### config.mk
export PLATFORM = sky130hd
export DESIGN_NAME = srv_cfg
export DESIGN_NICKNAME = d
export VERILOG_FILES = /design/src/srv_pkg.sv /design/src/srv_cfg.sv
export SDC_FILE = /design/constraint.sdc
export NUM_CORES = 1
export LEC_CHECK = 0
export BUFFER_PORTS_ARGS = -buffer_cell sky130_fd_sc_hd__clkbuf_2
export CORE_UTILIZATION = 48
export CTS_BUF_LIST = sky130_fd_sc_hd__clkbuf_16
export CTS_CLUSTER_DIAMETER = 30
export DETAILED_ROUTE_END_ITERATION = 16
export PLACE_DENSITY = 0.76
export SLEW_MARGIN = 20
export SYNTH_ARGS = -nofsm -noshare
export SYNTH_HDL_FRONTEND = slang
export SYNTH_SLANG_ARGS = --single-unit
### constraint.sdc
create_clock -name clk -period 1.2 [get_ports clk]
set_input_delay 0.06 -clock clk [delete_from_list [all_inputs] [get_ports clk]]
set_output_delay 0.06 -clock clk [all_outputs]
set_load 0.01 [all_outputs]
### src/srv_pkg.sv
package srv_pkg;

	localparam int COMB_NUM = 4;
	localparam int COMB_DELAY [COMB_NUM] = '{1309, 1636, 1812, 1927};
	localparam int ALLPASS_DELAY_A = 4270;
	localparam int ALLPASS_DELAY_B = 1451;

	localparam logic [16:0] WET_FULL = 17'd65536;

	typedef enum logic [2:0] {
		REG_WET_MIX   = 3'd0,
		REG_COMB_A    = 3'd1,
		REG_COMB_B    = 3'd2,
		REG_COMB_C    = 3'd3,
		REG_COMB_D    = 3'd4,
		REG_ALLPASS_A = 3'd5,
		REG_ALLPASS_B = 3'd6
	} reg_idx_t;

	typedef struct packed {
		logic [16:0]               wet_mix;
		logic [COMB_NUM-1:0][15:0] comb_gain;
		logic [15:0]               allpass_gain_a;
		logic [15:0]               allpass_gain_b;
	} cfg_t;

	// Q0.16 product back to sample scale, rounded half up
	function automatic logic signed [24:0] qround(input logic signed [40:0] p);
		logic signed [40:0] t;
		t = p + 41'sd32768;
		return t[40:16];
	endfunction

	function automatic logic signed [23:0] sat24(input logic signed [26:0] v);
		if (v > 27'sd8388607)
			return 24'sh7FFFFF;
		else if (v < -27'sd8388608)
			return 24'sh800000;
		else
			return v[23:0];
	endfunction

	function automatic logic signed [15:0] sat16(input logic signed [26:0] v);
		if (v > 27'sd32767)
			return 16'sh7FFF;
		else if (v < -27'sd32768)
			return 16'sh8000;
		else
			return v[15:0];
	endfunction

endpackage

### src/srv_cfg.sv
module srv_cfg (
	input  logic              clk,
	input  logic              arst_n,
	input  logic              cfg_valid,
	input  logic [2:0]        cfg_index,
	input  logic [16:0]       cfg_data,
	output srv_pkg::cfg_t     cfg
);

	srv_pkg::cfg_t cfg_q;

	always_ff @(posedge clk or negedge arst_n) begin
		if (!arst_n) begin
			cfg_q.wet_mix        <= 17'd32768;
			cfg_q.comb_gain[0]   <= 16'd48628;
			cfg_q.comb_gain[1]   <= 16'd48038;
			cfg_q.comb_gain[2]   <= 16'd46858;
			cfg_q.comb_gain[3]   <= 16'd45679;
			cfg_q.allpass_gain_a <= 16'd45875;
			cfg_q.allpass_gain_b <= 16'd45875;
		end else if (cfg_valid) begin
			unique case (srv_pkg::reg_idx_t'(cfg_index))
				srv_pkg::REG_WET_MIX:   cfg_q.wet_mix        <= cfg_data;
				srv_pkg::REG_COMB_A:    cfg_q.comb_gain[0]   <= cfg_data[15:0];
				srv_pkg::REG_COMB_B:    cfg_q.comb_gain[1]   <= cfg_data[15:0];
				srv_pkg::REG_COMB_C:    cfg_q.comb_gain[2]   <= cfg_data[15:0];
				srv_pkg::REG_COMB_D:    cfg_q.comb_gain[3]   <= cfg_data[15:0];
				srv_pkg::REG_ALLPASS_A: cfg_q.allpass_gain_a <= cfg_data[15:0];
				srv_pkg::REG_ALLPASS_B: cfg_q.allpass_gain_b <= cfg_data[15:0];
				default: ;
			endcase
		end
	end

	// wet share above full acts as full
	always_comb begin
		cfg = cfg_q;
		if (cfg_q.wet_mix > srv_pkg::WET_FULL)
			cfg.wet_mix = srv_pkg::WET_FULL;
	end

endmodule

==> parameters.txt <==
Parameter                              Value

Status
  Result of the run    complete, but fails checks
  Violations in the final reports    setup timing

Clock network
  Buffer depth of the longest clock path    2
  Clock transition at the registers of the reported paths    0.05 ns
  Number of buffers inserted during clock tree synthesis    17
  Clock root buffer    clkbuf_16
  Source-to-sink clock delay at the later pin of the worst-skew pair    0.40 ns
  Clock tree from TritonCTS    built
  H-tree Lvls    4
  Clock sink count    113

Final layout
  Final cell utilization of the core    62.19%
  Layout cell share with drive strength beyond 1    83.58%
  Fin nets    479
  Count of filler cells inserted in the layout    828
  Combined area of the multi-input logic cells    1645 um^2
  Reg area    2900 um^2
  Diodes inserted    0
  Non-filler instance count after layout    605
  Relative area change from synthesis to final layout    24.13%

Die
  Core region area    10,460 um^2
  Die extent in y    106.5 um
  Die boundary width    106.5 um
  Initial Utilization    50.10%
  I/O pin cnt    136
  Die Footprint    11,340 um^2
  Row Count    37

Global routing
  Global-route wire length before repair    16,920 um
  Total Routing Usage GR    20.32%
  Global route total overflow    0
  Number of global-route vias before repair    3,108
  Number of antenna violations at the first check in global routing    0
  Pin count of the biggest net entering global routing    71

Placed design
  Port Buffer Count    135
  Worst-case setup slack after placement    -0.2411 ns
  DPL Wire Length    7544 um
  DP Cell Count    562
  Final GP Congestion    0.7346

Worst setup path
  Standard cell with the maximum stage delay on the critical path    dfrtp_1
  R2r startpoint    cfg_q[107]
  Largest stage delay on the critical path    0.39 ns
  Maximum fanout count along the critical path    4
  WP data required    1.14 ns
  Worst r2r path cells    2
  Kind of end point of the critical path    output port
  Critical register-to-register path endpoint    cfg_q[107]
  Crit-path cells    nor4_2, a41oi_2, buf_6, nor2b_1, buf_2
  Critical path class    flip-flop to output port
  Kind of start point of the critical path    flip-flop
  Launch point of the critical path    cfg_q[104]
  Arrival time reported for the critical path endpoint    1.77 ns
  Worst reg2reg setup slack    0.26 ns

Synthesis
  Area contributors post-synth    dfstp_2 29%, dfrtp_1 26%, mux2_2 24%
  Number of storage elements in the synthesis netlist    113
  Synth warnings    0
  Cell taking the most area after synthesis    dfstp_2
  Post-Synthesis Net Count    386
  Top-count cell post-synth    mux2_2
  Top cell types by occurrence after synthesis    113 x mux2_2, 96 x buf_4, 58 x dfstp_2
  Portion of synthesized cell area occupied by the leading cell type    29.08%
  Primary flip-flop cell chosen by synthesis mapping    dfstp_2
  Synth cell types    17
  Register area share after synthesis    55.34%
  Number of enable flip-flop cells after synthesis    0
  Netlist Area Pre-Place    5241 um^2
  Proportion of register bits with asynchronous set or reset after synthesis    100.0%
  Synth Instances    363
  Mean Syn Cell Area    14.44 um^2

STA
  Count of final max-slew check failures    0
  Worst Max-Slew Pin Slew    0.5359 ns
  Worst max-slew margin expressed relative to the limit    64.28%
  Final worst-path cycle share    152.7%
  Total negative slack    -6.414 ns
  Setup repair after global routing missed its margin    yes
  Period minus WS final    1.833 ns
  Clock Skews    0 ns
  Maximum operating frequency    0.5456 GHz
  Endpoints failing hold    0
  Worst Setup Slack, final    -0.6329 ns
  Number of setup violations in the final report    17

Detailed routing
  Number of nets with antenna violations after routing    0
  Routed length per instance    17.80 um
  Number of remaining DRC errors    0
  Violation count after the first detailed-route iteration    99
  Routed vias    2,960
  Final wirelength    10,770 um
  Number of vias per cell    4.893
  Number of detailed-routing iterations run before antenna repair    6

Power and ir drop
  Worst supply voltage drop on vdd    0.001088 V
  Clock share of power    38.4%
  Net switching power figure    3584 uW
  Switching share of power    25.91%
  Part of the power in registers    39.7%
  Internal power    10,250 uW
  Gate power share    21.9%
  Total power of the final layout    13,830 uW
  Static Leakage    0.003011 uW
  Areal power density over the cells    2126 nW/um^2

Worst hold path
  Worst hold-check path type    primary input to flip-flop
  Hold path start    cfg_data[2]
  Worst Hold Path EP    cfg_q[98]
  Number of cells on the worst hold path    2

Job
  Number of max-cap violations    0
layer usage:
metal | global-route usage [%] | part of all wire (%) | up-vias
met5 | 0 | 0 | -
met4 | 7.926 | 1.3 | 0
met3 | 5.579 | 6.0 | 15
met2 | 33.44 | 50 | 106
met1 | 25.44 | 43 | 1495
li1 | - | - | 1344
cell type report:
cell class | instances | area share, %
Clock buffer | 17 | 6.538
Clock inverter | 15 | 3.077
Inverter | 1 | 0.05769
Multi-Input combinational cell | 143 | 25.29
Sequential cell | 113 | 44.58
Tap cell | 136 | 2.615
Timing Repair Buffer | 180 | 17.85
per-stage QoR:
step                hold slack, ns  cell area [um^2]
detailed placement          0.1063              5647
CTS                      0.0007698              6404
finish                    0.004182              6506
floorplan                  -0.2356              5284
global route               0.01740              6506
global placement           0.09778              5647
logic make-up (layout without fill, tap and decap cells):
kind of cell | count (synthesis) | in the layout | share of synthesized area [%]
compound gates | 1 | 1 | 0.1671
buf+inv | 107 | 213 | 15.30
flops | 113 | 113 | 55.34
mux | 113 | 113 | 24.28
simple gates | 29 | 29 | 4.918
state kept, by name (all words and copies together) (netlist names):
name and cells:
cfg 96, cfg_q 17
placed cells by master (no fill, tap or decap), drive strengths merged:
cell type    instances
nor2b               16
nor3                 2
nand2b               1
mux2               113
dfstp               58
nor4                 4
bufinv               5
nand2                1
buf                 53
clkinvlp             2
clkinv               5
a41oi                1
dfrtp               55
dlygate4sd3          9
nor3b                2
nand4b               3
inv                  4
clkbuf             135
power by group through the flow:
stage                     logic, uW  clock network, uW  registers, uW
after floorplan                2470                  0           5360
after global placement         2790                  0           5440
after detailed placement       2850                  0           5500
after CTS                      2930               5380           5470
after global routing           3270               5560           5590
final                          3030               5310           5490
worst max-delay path: cells and delay by family, from the launching register on:
| family | cells | cell delay [ns] |
|---|---|---|
| simple gates | 2 | 0.44 |
| buf+inv | 2 | 0.32 |
| compound gates | 1 | 0.21 |
| flops | 1 | 0.39 |
what timing repair did:
item	CTS	global route
setup endpoints to repair	16	17
gates cloned	0	0
buffers inserted	2	2
gates resized for setup	8	37
hold buffers	9	0
endpoints found under the hold margin	124	0
pin swaps	1	2
how the worst max path moves through the flow:
stage	end	slack, ns
final	cfg[111]	-0.63
after global routing	cfg[104]	-0.70
after CTS	cfg[108]	-0.67
after detailed placement	cfg[103]	-0.24
after global placement	cfg[103]	-0.24
after floorplan	cfg[103]	-0.05
Note: power is estimated with default switching activity, not from simulation.
